`config.mk`:
```
export PLATFORM = sky130hd
export DESIGN_NAME = mar_queue
export DESIGN_NICKNAME = d
export VERILOG_FILES = /design/src/sv/mar_pkg.sv /design/src/sv/mar_queue.sv
export SDC_FILE = /design/constraint.sdc
export NUM_CORES = 1
export LEC_CHECK = 0
export ABC_AREA = 0
export CAP_MARGIN = 20
export CORE_ASPECT_RATIO = 1.25
export CORE_MARGIN = 2
export CORE_UTILIZATION = 40
export DETAILED_ROUTE_END_ITERATION = 10
export DONT_BUFFER_PORTS = 1
export SYNTH_ARGS = -nofsm -noshare
export SYNTH_HDL_FRONTEND = slang
export SYNTH_SLANG_ARGS = --single-unit
export TNS_END_PERCENT = 1
```
`constraint.sdc`:
```
create_clock -name clock -period 3.4 [get_ports clock]
set_input_delay 0.68 -clock clock [delete_from_list [all_inputs] [get_ports clock]]
set_output_delay 0.68 -clock clock [all_outputs]
set_load 0.05 [all_outputs]
```
`src/sv/mar_pkg.sv`:
```
// Shared types, constants and helper functions of the matrix axis rotation unit.
// No dependencies; every other file of the unit refers to it by scoped names.
`default_nettype none

package mar_pkg;

   // Sine table geometry: quarter wave, 2^SINE_TABLE_BITS + 1 entries of Q1.14
   localparam int SINE_TABLE_BITS = 10;
   localparam int TABLE_N         = 1 << SINE_TABLE_BITS;
   localparam int ROM_AW          = SINE_TABLE_BITS + 1;
   localparam int ROM_W           = 15;
   localparam int TRIG_W          = 16;
   localparam logic [63:0] HALF_PI_Q30 = 64'd1686629713;

   // Datapath widths
   localparam int ELEM_W = 32;
   localparam int PROD_W = ELEM_W + TRIG_W;
   localparam int SUM_W  = PROD_W + 1;
   localparam logic signed [ELEM_W-1:0] ONE_Q16 = 32'sh0001_0000;

   // Queue between front and back
   localparam int QUEUE_DEPTH = 4;
   localparam int QUEUE_AW    = $clog2(QUEUE_DEPTH);

   // Axis codes
   localparam logic [1:0] AXIS_X    = 2'd0;
   localparam logic [1:0] AXIS_Y    = 2'd1;
   localparam logic [1:0] AXIS_Z    = 2'd2;
   localparam logic [1:0] AXIS_NONE = 2'd3;

   typedef enum logic [1:0] {
      CMD_NEW   = 2'd0,
      CMD_APPLY = 2'd1,
      CMD_WRITE = 2'd2,
      CMD_READ  = 2'd3
   } cmd_type;

   typedef enum logic [1:0] {
      BACK_IDLE,
      BACK_APPLY,
      BACK_READ
   } back_state_type;

   typedef logic signed [ELEM_W-1:0] elem_type;
   typedef elem_type [3:0] row_type;
   typedef row_type [3:0] matrix_type;

   typedef logic [ROM_W-1:0] sine_rom_type [0:TABLE_N];

   // One queued command word, trig values already looked up and signed
   typedef struct packed {
      cmd_type                   cmd;
      logic [1:0]                axis;
      logic [3:0]                index;
      logic signed [ELEM_W-1:0]  value;
      logic signed [TRIG_W-1:0]  sin;
      logic signed [TRIG_W-1:0]  cos;
   } word_type;

   typedef struct packed {
      logic [3:0]         index;
      logic [ELEM_W-1:0]  value;
      logic               last;
   } result_type;

   function automatic matrix_type identity_matrix();
      matrix_type m;
      m = '0;
      for (int d = 0; d < 4; d++) begin
         m[d][d] = ONE_Q16;
      end
      return m;
   endfunction

   // Column that takes a*c + b*s for the axis
   function automatic logic [1:0] col_a(input logic [1:0] axis);
      logic [1:0] c;
      case (axis)
         AXIS_X:  c = 2'd1;
         AXIS_Y:  c = 2'd2;
         AXIS_Z:  c = 2'd0;
         default: c = 2'd0;
      endcase
      return c;
   endfunction

   // Column that takes b*c - a*s for the axis
   function automatic logic [1:0] col_b(input logic [1:0] axis);
      logic [1:0] c;
      case (axis)
         AXIS_X:  c = 2'd2;
         AXIS_Y:  c = 2'd0;
         AXIS_Z:  c = 2'd1;
         default: c = 2'd1;
      endcase
      return c;
   endfunction

   // Divide by 2^14 rounding half up, then clamp to the signed 32-bit range
   function automatic elem_type round_sat(input logic signed [SUM_W-1:0] v);
      logic signed [SUM_W-1:0] r;
      elem_type                o;
      r = v + $signed(SUM_W'(8192));
      r = r >>> 14;
      if (r[SUM_W-1:ELEM_W-1] == '0 || r[SUM_W-1:ELEM_W-1] == '1) begin
         o = r[ELEM_W-1:0];
      end else if (r[SUM_W-1]) begin
         o = {1'b1, {(ELEM_W-1){1'b0}}};
      end else begin
         o = {1'b0, {(ELEM_W-1){1'b1}}};
      end
      return o;
   endfunction

   // Quarter-wave sine table, Taylor series in Q30, evaluated at elaboration
   function automatic sine_rom_type build_sine_rom();
      sine_rom_type        rom;
      logic [63:0]         t;
      logic [63:0]         t2;
      logic [63:0]         term;
      logic [63:0]         prod;
      logic [63:0]         v;
      logic signed [63:0]  sum;
      for (int k = 0; k <= TABLE_N; k++) begin
         t    = (64'(k) * HALF_PI_Q30) >> SINE_TABLE_BITS;
         t2   = (t * t) >> 30;
         term = t;
         sum  = $signed(t);
         for (int n = 1; n <= 7; n++) begin
            prod = (term * t2) >> 30;
            case (n)
               1:       term = prod / 64'd6;
               2:       term = prod / 64'd20;
               3:       term = prod / 64'd42;
               4:       term = prod / 64'd72;
               5:       term = prod / 64'd110;
               6:       term = prod / 64'd156;
               default: term = prod / 64'd210;
            endcase
            if (n[0]) begin
               sum = sum - $signed(term);
            end else begin
               sum = sum + $signed(term);
            end
         end
         if (sum < 0) begin
            sum = 0;
         end
         v = ($unsigned(sum) + 64'd32768) >> 16;
         if (v > 64'd16384) begin
            v = 64'd16384;
         end
         rom[k] = v[ROM_W-1:0];
      end
      return rom;
   endfunction

endpackage

`default_nettype wire

```
`src/sv/mar_queue.sv`:
```
// Short command queue between the front and back parts of the rotation unit.
// Depends on mar_pkg for the queued word type and depth.
`default_nettype none

module mar_queue (
   input  wire logic              clock,
   input  wire logic              reset,
   input  wire logic              push,
   input  wire mar_pkg::word_type push_word,
   output logic                   full,
   input  wire logic              pop,
   output mar_pkg::word_type      pop_word,
   output logic                   empty
);

   mar_pkg::word_type                  mem_ff [mar_pkg::QUEUE_DEPTH];
   logic [mar_pkg::QUEUE_AW-1:0]       wr_ptr_ff, wr_ptr_in;
   logic [mar_pkg::QUEUE_AW-1:0]       rd_ptr_ff, rd_ptr_in;
   logic [mar_pkg::QUEUE_AW:0]         count_ff, count_in;
   logic                               do_push, do_pop;

   assign full     = (count_ff == (mar_pkg::QUEUE_AW+1)'(mar_pkg::QUEUE_DEPTH));
   assign empty    = (count_ff == '0);
   assign do_push  = push && !full;
   assign do_pop   = pop && !empty;
   assign pop_word = mem_ff[rd_ptr_ff];

   always_comb begin
      wr_ptr_in = do_push ? wr_ptr_ff + 1'b1 : wr_ptr_ff;
      rd_ptr_in = do_pop ? rd_ptr_ff + 1'b1 : rd_ptr_ff;
      count_in  = count_ff;
      if (do_push && !do_pop) begin
         count_in = count_ff + 1'b1;
      end else if (do_pop && !do_push) begin
         count_in = count_ff - 1'b1;
      end
   end

   always_ff @(posedge clock) begin
      if (reset) begin
         wr_ptr_ff <= '0;
         rd_ptr_ff <= '0;
         count_ff  <= '0;
      end else begin
         wr_ptr_ff <= wr_ptr_in;
         rd_ptr_ff <= rd_ptr_in;
         count_ff  <= count_in;
      end
   end

   always_ff @(posedge clock) begin
      if (do_push) begin
         mem_ff[wr_ptr_ff] <= push_word;
      end
   end

endmodule

`default_nettype wire

```
=== Word-level counts from Yosys, hierarchy flattened ===
Memories as Yosys holds them, arrays and structs flattened. A register that Yosys moved wholly into a read port is not among the register bits.
Index checks and enable logic that the tools add are counted.

* Register bits after elaboration: 7
* Bits in writable memories: 288
* Input bits: 76
* Memories kept: 1
* Logic and storage cells: 25
* Output and inout bits: 74

* Reduce and logical (&&, ||, !) cells: 10
* Equality and inequality tests: 1
* Mux-type cells: 6
* Add/subtract/negate cells: 4

{| class="wikitable"
|+ Memories
! memory !! words !! bits a word !! rd ports !! clocked after memory_dff !! wr ports !! RTL line !! RTL
|-
| mem_ff || 4 || 72 || 1 || 1 || 1 || mar_queue.sv:16 || <nowiki>mar_pkg::word_type mem_ff [mar_pkg::QUEUE_DEPTH];</nowiki>
|}

{| class="wikitable"
|+ Operators with widths
! kind !! number
|-
| 3-bit two-way mux || 2
|-
| 2-bit by 1-bit adder with 2-bit output (second input constant) || 2
|-
| 1-bit logical AND || 4
|-
| 1-bit zero test || 4
|-
| 2-bit two-way mux || 2
|-
| 3-bit by 1-bit adder with 3-bit output (second input constant) || 1
|-
| 3-bit equality test (second input constant) || 1
|-
| 3-bit zero test || 1
|-
| 3-bit by 1-bit subtractor with 3-bit output (second input constant) || 1
|-
| 1-bit two-way mux || 2
|-
| 2-bit nonzero test || 1
|}

=== Logic depth before layout (Yosys ltp) ===
Gate-level depths: netlist of the first run.

* Depth in word-level cells: 7
* Gate-level depth with buffers: 8
* Gate-level depth less buffers: 8

=== Worst setup path before layout of the first run ===
No wires, ideal clock.

* Path type: input to register
* Start point: input port push
* End point: memory mem_ff[2][0] in the netlist's numbering (enable)
* Arrival time: 2,704 ps
* Setup time: 438 ps
* Buffers on the path: 0
* Required time: 2,962 ps
* Setup slack: 258 ps
* Stages on the path: 3
* Cell sequence: inv_1 nor2_1 and2_1

* Longest elaborated chain between the ends: 3

{| class="wikitable"
|+ RTL lines
! what !! RTL line !! RTL
|-
| start: declaration || mar_queue.sv:8 || <nowiki>input wire logic push,</nowiki>
|-
| 1-bit logical AND || mar_queue.sv:24 || <nowiki>assign do_push = push && !full;</nowiki>
|-
| named net do_push || mar_queue.sv:20 || <nowiki>logic do_push, do_pop;</nowiki>
|-
| 1-bit two-way mux || mar_queue.sv:52 || <nowiki>if (do_push) begin</nowiki>
|-
| 1-bit two-way mux (implied by the code) || mar_queue.sv:53 || <nowiki>mem_ff[wr_ptr_ff] <= push_word;</nowiki>
|-
| end: declaration || mar_queue.sv:16 ||
|}

The timed path passes the listed nets, and every way through them passes these cells.

==> run summary, run 1 <==
The critical path is of the flop to output port type. The share of flip-flops with an asynchronous set or reset after synthesis is 0. Number of DRC markers after the initial detailed-route iteration: 186. For the final database, setup skew stands at 0.0155 ns. The floorplan step defined a die boundary enclosing 28700 um^2. The flow ran to the end, and the final reports show no timing, DRC or antenna violations.

Counting flops and latches in the post-synthesis netlist gives 297. The tools report the final-layout fill cell count as 2253. The wire length per cell after detailed routing came out at 24.2 um. Global routing finished with a remaining overflow of 0. The top cell types in the final layout, fill and taps aside, are 288 x edfxtp_1, 70 x mux4_2, 29 x clkbuf_16. The count of clock tree sinks is 297, and the die height is 189 um. The floorplan has 67 rows. The number of antenna violations at the first check in global routing is 0, and the number of enable flip-flop cells after synthesis is 288. For the clock latency reported for the late side of the worst-skew pair, the log shows 0.53 ns. VDD sags by at most 0.537 mV. For the multi-input gate area in the final layout, the log shows 1910 um^2.

Synthesized area divided by synthesized cell count: 25.8 um^2. The count of nets left with antenna violations once routing finished came out at 0. The design draws 10.5 mW.

Instance count after placement with tap cells included: 763. The tools report the final setup TNS as 0 ns. The power density over cell area was 860 nW/um^2.

The die is 152 um wide. The root buffer cell is clkbuf_16. After routing the design area is 12200 um^2. The tools report the placed instance area as 11300 um^2. The final critical-path share of the clock period is 0.865, and the post-route worst setup slack is 0.459 ns. The mapped netlist covers 10900 um^2. The max-slew violation total from the final report came out at 0. For the largest net degree at the start of global routing, the log shows 47.

Derived from the worst setup path, the maximum achievable clock frequency is 340 MHz. From synthesis to final layout, the design area changed by 11.9%. The worst register-to-register path ends at count_ff[2].

Hold repair after CTS inserted 0 buffers. The worst hold path belongs to the class primary input to flop. Worst slew slack as a fraction of its limit: 0.592. The area of the placeable core came out at 26800 um^2. The capturing element type of the critical path is an output port. Pin placement for this block handled 150 I/O pins. The clock transition at the registers of the reported paths works out to 0.06 ns. Setup repair after global routing left no endpoint under its margin. The number of buffers added by the clock tree synthesis step is 29.

For the first-pass GRT wire length, the log shows 30.0 mm. The tools report the required time of the critical path as 2.72 ns. Count of cells along the worst hold path: 1.

Port buffer count: 0. For this run, the detailed router's first-pass iteration total came to 4. Yosys printed 0 warnings. For flop-to-flop paths, the worst setup slack is 1.11 ns. In this run, distinct cell masters in the synthesized netlist total 23. The run gives 1 as the maximum level of the CTS H-tree.

Detailed placement finished with a half-perimeter wire length of 11.9 mm. For this block, the routed nets add up to 19.7 mm of wire. The setup violation total in the final timing report came out at 0. OpenSTA, run right after detailed placement, puts the worst setup slack at 0.933 ns.

The number of cells on the worst reg-to-reg path is 8. The post-detailed-route via-to-cell ratio came out at 5.30. The worst hold path begins at reset.

The portion of the post-synthesis area used by sequential elements is 0.807, and the via count is 4316. Number of cells produced by synthesis: 424. STA classifies the critical path startpoint as a flop.

STA puts the critical path data arrival time at 2.26 ns. Final hold violation count: 0. The via count of the first global-routing pass was 4816.

The congestion estimate from routability-driven global placement came to 0.735. The number of antenna diodes in the final layout is 0. The minimum clock period is 2.94 ns. Counting along the longest clock path gives a buffer depth of 3. The post-route DRC violation count came out at 0. Leaving out fill and tap cells, the most frequent cell in the layout is edfxtp_1. Max-cap violations in this run came to 0.

The final layout contains 531 nets. For this run, the leading register cell type out of synthesis is edfxtp_1. The total global-route track usage was 0.137.

Fraction of layout instances using a drive strength above 1: 0.274. The slew at the pin closest to its max-slew limit was 0.612 ns; the initial cell density of the core was 0.408. The post-cts repair resize count was 0. The startpoint identified for the worst register-to-register timing path is count_ff[0]. In this run the worst path has a maximum fanout of 21. For the number of post-CTS setup repair buffers, the log shows 0. The sequential cells in the finished layout cover a total of 8840 um^2. The number of nets in the synthesized netlist is 506. For the non-filler instance count after layout, the log shows 815. TritonCTS built the clock tree. For this design the static power due to leakage is 3.75 nW.
registers in the layout, indices dropped and copies added (netlist names), named ones only:
name       cells
count_ff       3
mem_ff       288
rd_ptr_ff      2
wr_ptr_ff      2
kinds of logic after synthesis:
logic type / after synthesis / synth area share
flops: 297 / 0.807
mux: 74 / 0.151
buf+inv: 21 / 0.0191
simple gates: 16 / 0.00824
compound gates: 6 / 0.00378
fa+ha+maj: 6 / 0.00755
xor+xnor: 4 / 0.00320
metrics by stage:
step	hold slack, ns	utilization
after floorplan	0.482	-
after global placement	0.495	0.423
after global routing	0.187	0.456
final	0.204	0.456
after detailed placement	0.517	0.423
after CTS	0.178	0.456
per-layer routing:
layer / track usage / vias to the layer above / wire, um
li1: - / 1857 / -
met1: 0.156 / 2324 / 7200
met2: 0.248 / 109 / 10700
met3: 0.0449 / 26 / 1400
met4: 0.0392 / 0 / 379
met5: 0 / - / 0
area by class of cell:
type                    count  share of cell area
clock buffers              33              0.0605
repair buffers             11              0.0129
well taps                 345              0.0353
multi-input cells         106               0.156
clock inverters            19              0.0121
inverters                   4             0.00123
flip-flops and latches    297               0.722
synthesized netlist by cell type (all sizes together), types with 2 or more instances:
cell	n	area, um^2
a21oi	2	10.0
and2	4	25.0
buf	15	186
clkbuf	2	7.51
dfxtp	9	180
edfxtp	288	8650
ha	5	62.6
inv	4	15.0
mux2i	2	20.0
mux4	72	1630
nand2b	2	12.5
nor2	6	22.5
o21ai	2	10.0
or3	2	12.5
xor2	4	35.0
report_power, final:
group / internal [mW] / switching, mW / total (mW) / leakage (nW)
logic: 0.800 / 2.17 / 2.97 / 0.600
clock network: 1.71 / 1.27 / 2.98 / 0.431
registers: 4.41 / 0.175 / 4.58 / 2.71
how the worst max path moves through the flow:
| stage | endpoint | slack [ns] | depth (start not counted) |
|---|---|---|---|
| floorplan | mem_ff[2][0] | 0.26 | 3 |
| global placement | pop_word[0] | 1.0 | 2 |
| detailed placement | pop_word[0] | 0.93 | 2 |
| CTS | pop_word[0] | 0.35 | 2 |
| global route | pop_word[0] | 0.29 | 2 |
| finish | pop_word[0] | 0.46 | 2 |
critical path, cell delays in order (launching register included):
cell and delay (ns):
dfxtp_4 0.53, buf_4 0.44, mux4_2 0.73
No activity file was read; power rests on OpenSTA's default activity.
==> inputs of run 2 (changes only) <==
--- a/config.mk
+++ b/config.mk
@@ -8,10 +8,11 @@
 export ABC_AREA = 0
 export CAP_MARGIN = 20
 export CORE_ASPECT_RATIO = 1.25
-export CORE_MARGIN = 2
-export CORE_UTILIZATION = 40
+export CORE_MARGIN = 3
+export CORE_UTILIZATION = 60
 export DETAILED_ROUTE_END_ITERATION = 10
 export DONT_BUFFER_PORTS = 1
+export PLACE_DENSITY = 0.76
 export SYNTH_ARGS = -nofsm -noshare
 export SYNTH_HDL_FRONTEND = slang
 export SYNTH_SLANG_ARGS = --single-unit
==> run summary, run 2 (synthesis results as in run 1) <==
The logs give 341 (was 186) for the number of DRC markers after the initial detailed-route iteration and 4314 (was 4316) for the via count. The area of the placeable core came out at 17700 um^2 (was 26800 um^2). The tools report the element type at the critical path start as a flop (unchanged). The logs give 1 (unchanged) for the maximum level of the CTS H-tree and 3 (unchanged) for the number of buffers between clock root and the deepest sink. The critical path class was flop to output port (unchanged). The tools report the weighted congestion at the end of routability-driven global placement as 0.742 (was 0.735). The power density over cell area was 872 nW/um^2 (was 860 nW/um^2); the floorplan die area was 19900 um^2 (was 28700 um^2).

Minimum clock period: 2.90 ns (was 2.94 ns). The logs give 150 (unchanged) for the count of pins on the block boundary and 692 (was 815) for the non-filler instance count after layout. The die height was 157 um (was 189 um); the antenna diode instance count was 0 (unchanged). The run gives 1.55 mm (was 1.40 mm) as the amount of wire on met3 after detailed routing. The maximum fanout along the worst path is 51 (was 21), and the worst slew slack as a fraction of its limit is 0.499 (was 0.592). The tools report the root buffer cell as clkbuf_16 (unchanged).

The final critical-path share of the clock period was 0.854 (was 0.865). The instance count after placement with tap cells included was 644 (was 763); the number of nets still failing antenna checks after routing was 0 (unchanged). The run gives 54 (was 67) as the standard-cell row count. Net count reported at finish: 530 (was 531). The clock transition at the registers of the reported paths works out to 0.06 ns (about the same).

The routed wire length is 18.2 mm (was 19.7 mm), and the slew at the pin closest to its max-slew limit is 0.752 ns (was 0.612 ns). The tools report the smallest hold slack as 0.226 ns (was 0.204 ns). The post-detailed-route via-to-cell ratio is 6.23 (was 5.30). Logic depth of the worst register-to-register path: 9 (was 8). The tools report the number of post-CTS setup repair buffers as 0 (unchanged). The capturing element type of the critical path is an output port (unchanged). The tools report the quantity of hold-fixing buffers added after cts as 0 (unchanged). The final setup TNS is 0 ns (unchanged), and the clock latency reported for the late side of the worst-skew pair is 0.51 ns (was 0.53 ns). The total global-route track usage came out at 0.186 (was 0.137). The port buffer count is 0 (unchanged). For the setup violation total in the final timing report, the log shows 0 (unchanged). The run gives 345 MHz (was 340 MHz) as the upper clock frequency limit.

Most common cell after layout, fill and taps aside: edfxtp_1 (unchanged). The type of the tightest min-delay check is primary input to flop (unchanged). The max-slew violation total from the final report came out at 0 (unchanged).

The register with the highest flop count was mem_ff (unchanged). Number of buffers added by the clock tree synthesis step: 26 (was 29). The largest net degree at the start of global routing was 52 (was 47); the routed length on met1 was 6.52 mm (was 7.20 mm).

Number of maximum-capacitance constraint violations: 0 (unchanged). The tools report the reg-to-reg critical path startpoint as count_ff[0] (unchanged). The data arrival time of the worst path came out at 2.22 ns (was 2.26 ns).

The sum of overflow across all layers after global routing is 0 (unchanged). The area growth from synthesis to layout is 10.6% (was 11.9%), and the fraction of layout instances using a drive strength above 1 is 0.282 (was 0.274). The tools report the final hold violation count as 0 (unchanged). The run gives 2.72 ns (about the same) as the required time of the critical path. Count of cells along the worst hold path: 1 (unchanged). The worst-case vdd ir drop is 0.490 mV (was 0.537 mV), and the initial cell density of the core is 0.618 (was 0.408). For the worst setup skew after layout, the log shows 0.0104 ns (was 0.0155 ns).

The uppermost metal layer occupied by signal nets is met4 (unchanged). Most frequent cells in the layout: 288 x edfxtp_1, 70 x mux4_2, 27 x clkbuf_16 (was 288 x edfxtp_1, 70 x mux4_2, 29 x clkbuf_16). For the post-detailed-placement half-perimeter wirelength, the log shows 11.2 mm (was 11.9 mm). The logs give 4651 (was 4816) for the via count of the first global-routing pass and 0 (unchanged) for the post-route DRC violation count. The post-route worst setup slack was 0.498 ns (was 0.459 ns); the flip-flop count of the largest register after layout was 288 (unchanged). The run finished with clean final reports.

The tools report the startpoint of the lowest-slack hold path as reset (unchanged). Setup repair after global routing left no endpoint under its margin. The count of clock tree sinks came out at 297 (unchanged). The detailed-router iteration count before antenna repair is 4 (unchanged). The first-pass GRT wire length was 28.0 mm (was 30.0 mm). TritonCTS built the clock tree.

The run gives 3.76 nW (was 3.75 nW) as the leakage power. Largest registers: mem_ff (288), count_ff (3) (unchanged). The post-cts repair resize count is 0 (unchanged). The number of antenna violations at the first check in global routing is 0 (unchanged), and the wire length per cell after detailed routing is 26.2 um (was 24.2 um).

The setup slack after placement was 0.889 ns (was 0.933 ns). The detailed-routed wire length on met2 was 9.71 mm (was 10.7 mm); the die span in x was 127 um (was 152 um).
[run 2: cell count changes in the layout (fill, tap and decap cells not counted), sizes merged]
cell | before | now
clkinv | 14 | 10
buf | 11 | 13
bufinv | 2 | 4
clkbuf | 33 | 32
inv | 5 | 4
[run 2: power by group]
group	total [mW]	leakage, nW	internal (mW)	switching [mW]
logic	2.97	0.608	0.808	2.16
clock network	2.99	0.437	1.79	1.19
registers	4.59	2.71	4.40	0.183
[run 2: critical path, cell delays in order (launching register included)]
cell	delay, ns
dfxtp_4	0.84
buf_4	0.34
mux4_2	0.49
[run 2: layer usage]
layer | vias to the layer above | GRT usage
li1 | 1857 | -
met1 | 2255 | 0.240
met2 | 172 | 0.313
met4 | 0 | 0.0542
met3 | 30 | 0.0557
met5 | - | 0.00490
[run 2: worst paths after layout]
check	slack, ns	to
max	0.50	pop_word[61]
min	0.23	wr_ptr_ff[0]
max reg2reg	0.89	count_ff[2]
min reg2reg	0.51	wr_ptr_ff[1]
[run 2: layout make-up]
type,instances,area [um^2]
Timing Repair Buffer,13,160
Clock inverter,16,180
Multi-Input combinational cell,106,1910
Tap cell,224,280
Clock buffer,32,714
Inverter,4,15.0
Sequential cell,297,8840
Fill cell,1081,5610
[run 2: metrics by stage]
step	power, mW	area (um^2)	utilization
global route	10.9	12100	0.683
floorplan	7.42	10900	-
finish	10.5	12100	0.683
global placement	7.62	11200	0.633
CTS	10.7	12100	0.683
detailed placement	7.68	11200	0.633
==> inputs of run 3 (changes only) <==
--- a/config.mk
+++ b/config.mk
@@ -6,14 +6,12 @@
 export NUM_CORES = 1
 export LEC_CHECK = 0
 export ABC_AREA = 0
-export CAP_MARGIN = 20
+export CAP_MARGIN = 10
 export CORE_ASPECT_RATIO = 1.25
 export CORE_MARGIN = 3
-export CORE_UTILIZATION = 60
+export CORE_UTILIZATION = 45
 export DETAILED_ROUTE_END_ITERATION = 10
 export DONT_BUFFER_PORTS = 1
-export PLACE_DENSITY = 0.76
 export SYNTH_ARGS = -nofsm -noshare
 export SYNTH_HDL_FRONTEND = slang
 export SYNTH_SLANG_ARGS = --single-unit
-export TNS_END_PERCENT = 1
==> run summary, run 3 (synthesis results as in run 1) <==
The run finished with clean final reports. The capturing element type of the critical path is an output port (unchanged). The portion of total power attributed to the clock network is 0.287 (was 0.283). The share of the core filled with cells was 0.517 (was 0.683); the post-cts repair resize count was 0 (unchanged).

The element type at the critical path start was a flop (unchanged). Number of buffers added by the clock tree synthesis step: 29 (was 26). The instance count after placement with tap cells included is 747 (was 644). TritonCTS built the clock tree. The slew at the pin closest to its max-slew limit came out at 0.544 ns (was 0.752 ns).

Final hold violation count: 0 (unchanged). The area growth from synthesis to layout is 12.4% (was 10.6%). The logic gate share of total power is 0.284 (was 0.282), and the data arrival time of the worst path is 2.19 ns (was 2.22 ns). The weighted congestion at the end of routability-driven global placement was 0.713 (was 0.742). The worst-case vdd ir drop is 0.505 mV (was 0.490 mV).

Endpoint of the most critical setup path: pop_word[65] (was pop_word[61]). Largest registers: mem_ff (288), count_ff (3) (unchanged). The die height is 180 um (was 157 um), and the initial cell density of the core is 0.459 (was 0.618). The clock transition at the registers of the reported paths came out at 0.06 ns (about the same). Most frequent cells in the layout: 288 x edfxtp_1, 70 x mux4_2, 30 x clkbuf_16 (was 288 x edfxtp_1, 70 x mux4_2, 27 x clkbuf_16).

The tools report the number of nets still failing antenna checks after routing as 0 (unchanged). The final critical-path share of the clock period works out to 0.844 (was 0.854). For the number of buffers between clock root and the deepest sink, the log shows 3 (unchanged). The buffer and inverter count on the worst path was 1 (unchanged); the die span in x was 145 um (was 127 um). The number of post-CTS setup repair buffers was 0 (unchanged).

The run gives 0.215 ns (was 0.226 ns) as the smallest hold slack. Sequence of cells on the critical path: buf_12 -> mux4_1 (was buf_4 -> mux4_2). Family of cells with the greatest summed delay on the critical path: flip-flops (unchanged). The flip-flop count of the largest register after layout works out to 288 (unchanged).

The port buffer count is 0 (unchanged), and the quantity of hold-fixing buffers added after cts is 0 (unchanged). The fraction of layout instances using a drive strength above 1 is 0.288 (was 0.282). The largest net degree at the start of global routing was 40 (was 52); the maximum level of the CTS H-tree was 1 (unchanged). The tools report the post-route worst setup slack as 0.530 ns (was 0.498 ns). Master of the slowest instance on the critical path: dfxtp_4 (unchanged).

The run gives 7.06 mW (was 7.01 mW) as the total internal power. The logs give 0 (unchanged) for the number of antenna violations at the first check in global routing and 0.637 (was 0.499) for the worst slew slack as a fraction of its limit. The terminus of the critical flop-to-flop path is count_ff[2] (unchanged). The count of cells along the worst hold path is 1 (unchanged). The worst setup slack for register-to-register paths is 0.88 ns (was 0.89 ns), and the area of the placeable core is 23800 um^2 (was 17700 um^2). The tools report the via count of the first global-routing pass as 4761 (was 4651). The critical path class is flop to output port (unchanged).

The post-detailed-route via-to-cell ratio was 5.36 (was 6.23). The maximum fanout along the worst path was 39 (was 51); the register area was 8840 um^2 (unchanged). The run gives 11.6 mm (was 11.2 mm) as the post-detailed-placement half-perimeter wirelength.

The power density over cell area works out to 867 nW/um^2 (was 872 nW/um^2). For the total global-route track usage, the log shows 0.148 (was 0.186). The upper clock frequency limit was 348 MHz (was 345 MHz); the wire length per cell after detailed routing was 23.9 um (was 26.2 um). The logs give 11400 um^2 (was 11200 um^2) for the placed instance area and 800 (was 692) for the non-filler instance count after layout. The setup slack after placement is 0.860 ns (was 0.889 ns). Count of clock tree sinks: 297 (unchanged). The switching power as a share of total power came out at 0.338 (was 0.336). The type of the tightest min-delay check is primary input to flop (unchanged). The via count came out at 4287 (was 4314).

For the net count reported at finish, the log shows 535 (was 530). The leakage power came out at 3.81 nW (was 3.76 nW). The run gives 1902 (was 1081) as the final-layout fill cell count.

The first-pass GRT wire length is 29.7 mm (was 28.0 mm), and the delay of the slowest critical-path stage is 0.68 ns (was 0.84 ns). The clock latency reported for the late side of the worst-skew pair was 0.52 ns (was 0.51 ns). The relative contribution of sequential cells to total power is 0.430 (was 0.435), and the max-slew violation total from the final report is 0 (unchanged). The logic depth of the worst register-to-register path is 9 (unchanged).

For the floorplan die area, the log shows 26200 um^2 (was 19900 um^2). The required time of the critical path is 2.72 ns (about the same), and the minimum clock period is 2.87 ns (was 2.90 ns). The logs give 19.1 mm (was 18.2 mm) for the routed wire length and 0 (unchanged) for the number of maximum-capacitance constraint violations. The detailed-router iteration count before antenna repair was 4 (unchanged); the final setup TNS was 0 ns (unchanged). The run gives 3.60 mW (was 3.54 mW) as the net switching power figure.

The run gives 1910 um^2 (unchanged) as the multi-input gate area in the final layout. The run gives 0 (unchanged) as the setup violation total in the final timing report. The total power was 10.7 mW (was 10.5 mW); the sum of overflow across all layers after global routing was 0 (unchanged). Most common cell after layout, fill and taps aside: edfxtp_1 (unchanged).

The instance count on the critical path is 2 (unchanged), and the antenna diode instance count is 0 (unchanged). The logs give 150 (unchanged) for the count of pins on the block boundary and 12300 um^2 (was 12100 um^2) for the finished layout cell area. Worst setup skew after layout: 0.00971 ns (was 0.0104 ns). Setup repair after global routing left no endpoint under its margin.

Post-route DRC violation count: 0 (unchanged). The root buffer cell is clkbuf_16 (unchanged). The run gives 63 (was 54) as the standard-cell row count. Register with the highest flop count: mem_ff (unchanged). The number of DRC markers after the initial detailed-route iteration is 259 (was 341).

The reg-to-reg critical path startpoint is count_ff[0] (unchanged).
[run 3: cell count changes in the layout (fill, tap and decap cells not counted)]
| cell | change |
|---|---|
| bufinv_16 | -2 |
| clkbuf_8 | +1 |
| clkbuf_16 | +3 |
| clkinvlp_4 | -2 |
| clkinv_1 | -1 |
| buf_12 | +2 |
| clkinv_2 | +3 |
| clkbuf_1 | +3 |
[run 3: worst register-to-register path: stages, from the launching register on]
cell and delay (ns):
dfxtp_1 0.48, nor3b_2 0.08, buf_4 0.20, nor2_1 0.37, ha_1 0.27, inv_1 0.07
fa_1 0.37, xor2_1 0.18, or3_1 0.30, a21oi_1 0.14
[run 3: layout make-up]
class,count,share of cell area
Tap cell,325,0.0331
Clock buffer,39,0.0662
Timing Repair Buffer,15,0.0163
Clock inverter,14,0.00946
Inverter,4,0.00122
Sequential cell,297,0.719
Multi-Input combinational cell,106,0.155
[run 3: power groups by stage]
| stage | Clock (mW) | Sequential [mW] | Combinational [mW] |
|---|---|---|---|
| after floorplan | 0 | 4.56 | 2.85 |
| after global placement | 0 | 4.64 | 3.07 |
| after detailed placement | 0 | 4.67 | 3.09 |
| after CTS | 3.15 | 4.59 | 3.09 |
| after global routing | 3.32 | 4.62 | 3.15 |
| final | 3.06 | 4.58 | 3.02 |
[run 3: worst min-delay path by stage]
| stage | from | end | slack [ns] |
|---|---|---|---|
| 6_report | reset | flop | 0.21 |
| 5_1_grt | reset | flop | 0.18 |
| 3_3_place_gp | wr_ptr_ff[1] | wr_ptr_ff[1] | 0.50 |
| 2_1_floorplan | wr_ptr_ff[1] | wr_ptr_ff[1] | 0.48 |
| 4_1_cts | reset | flop | 0.18 |
| 3_5_place_dp | wr_ptr_ff[1] | wr_ptr_ff[1] | 0.51 |
[run 3: routing by layer]
layer  wire, um  up-vias  global-route usage
li1           -     1861                   -
met1       7000     2299               0.172
met4        160        0              0.0319
met3       1410       11              0.0488
met5          0        -                   0
met2      10500      116               0.268
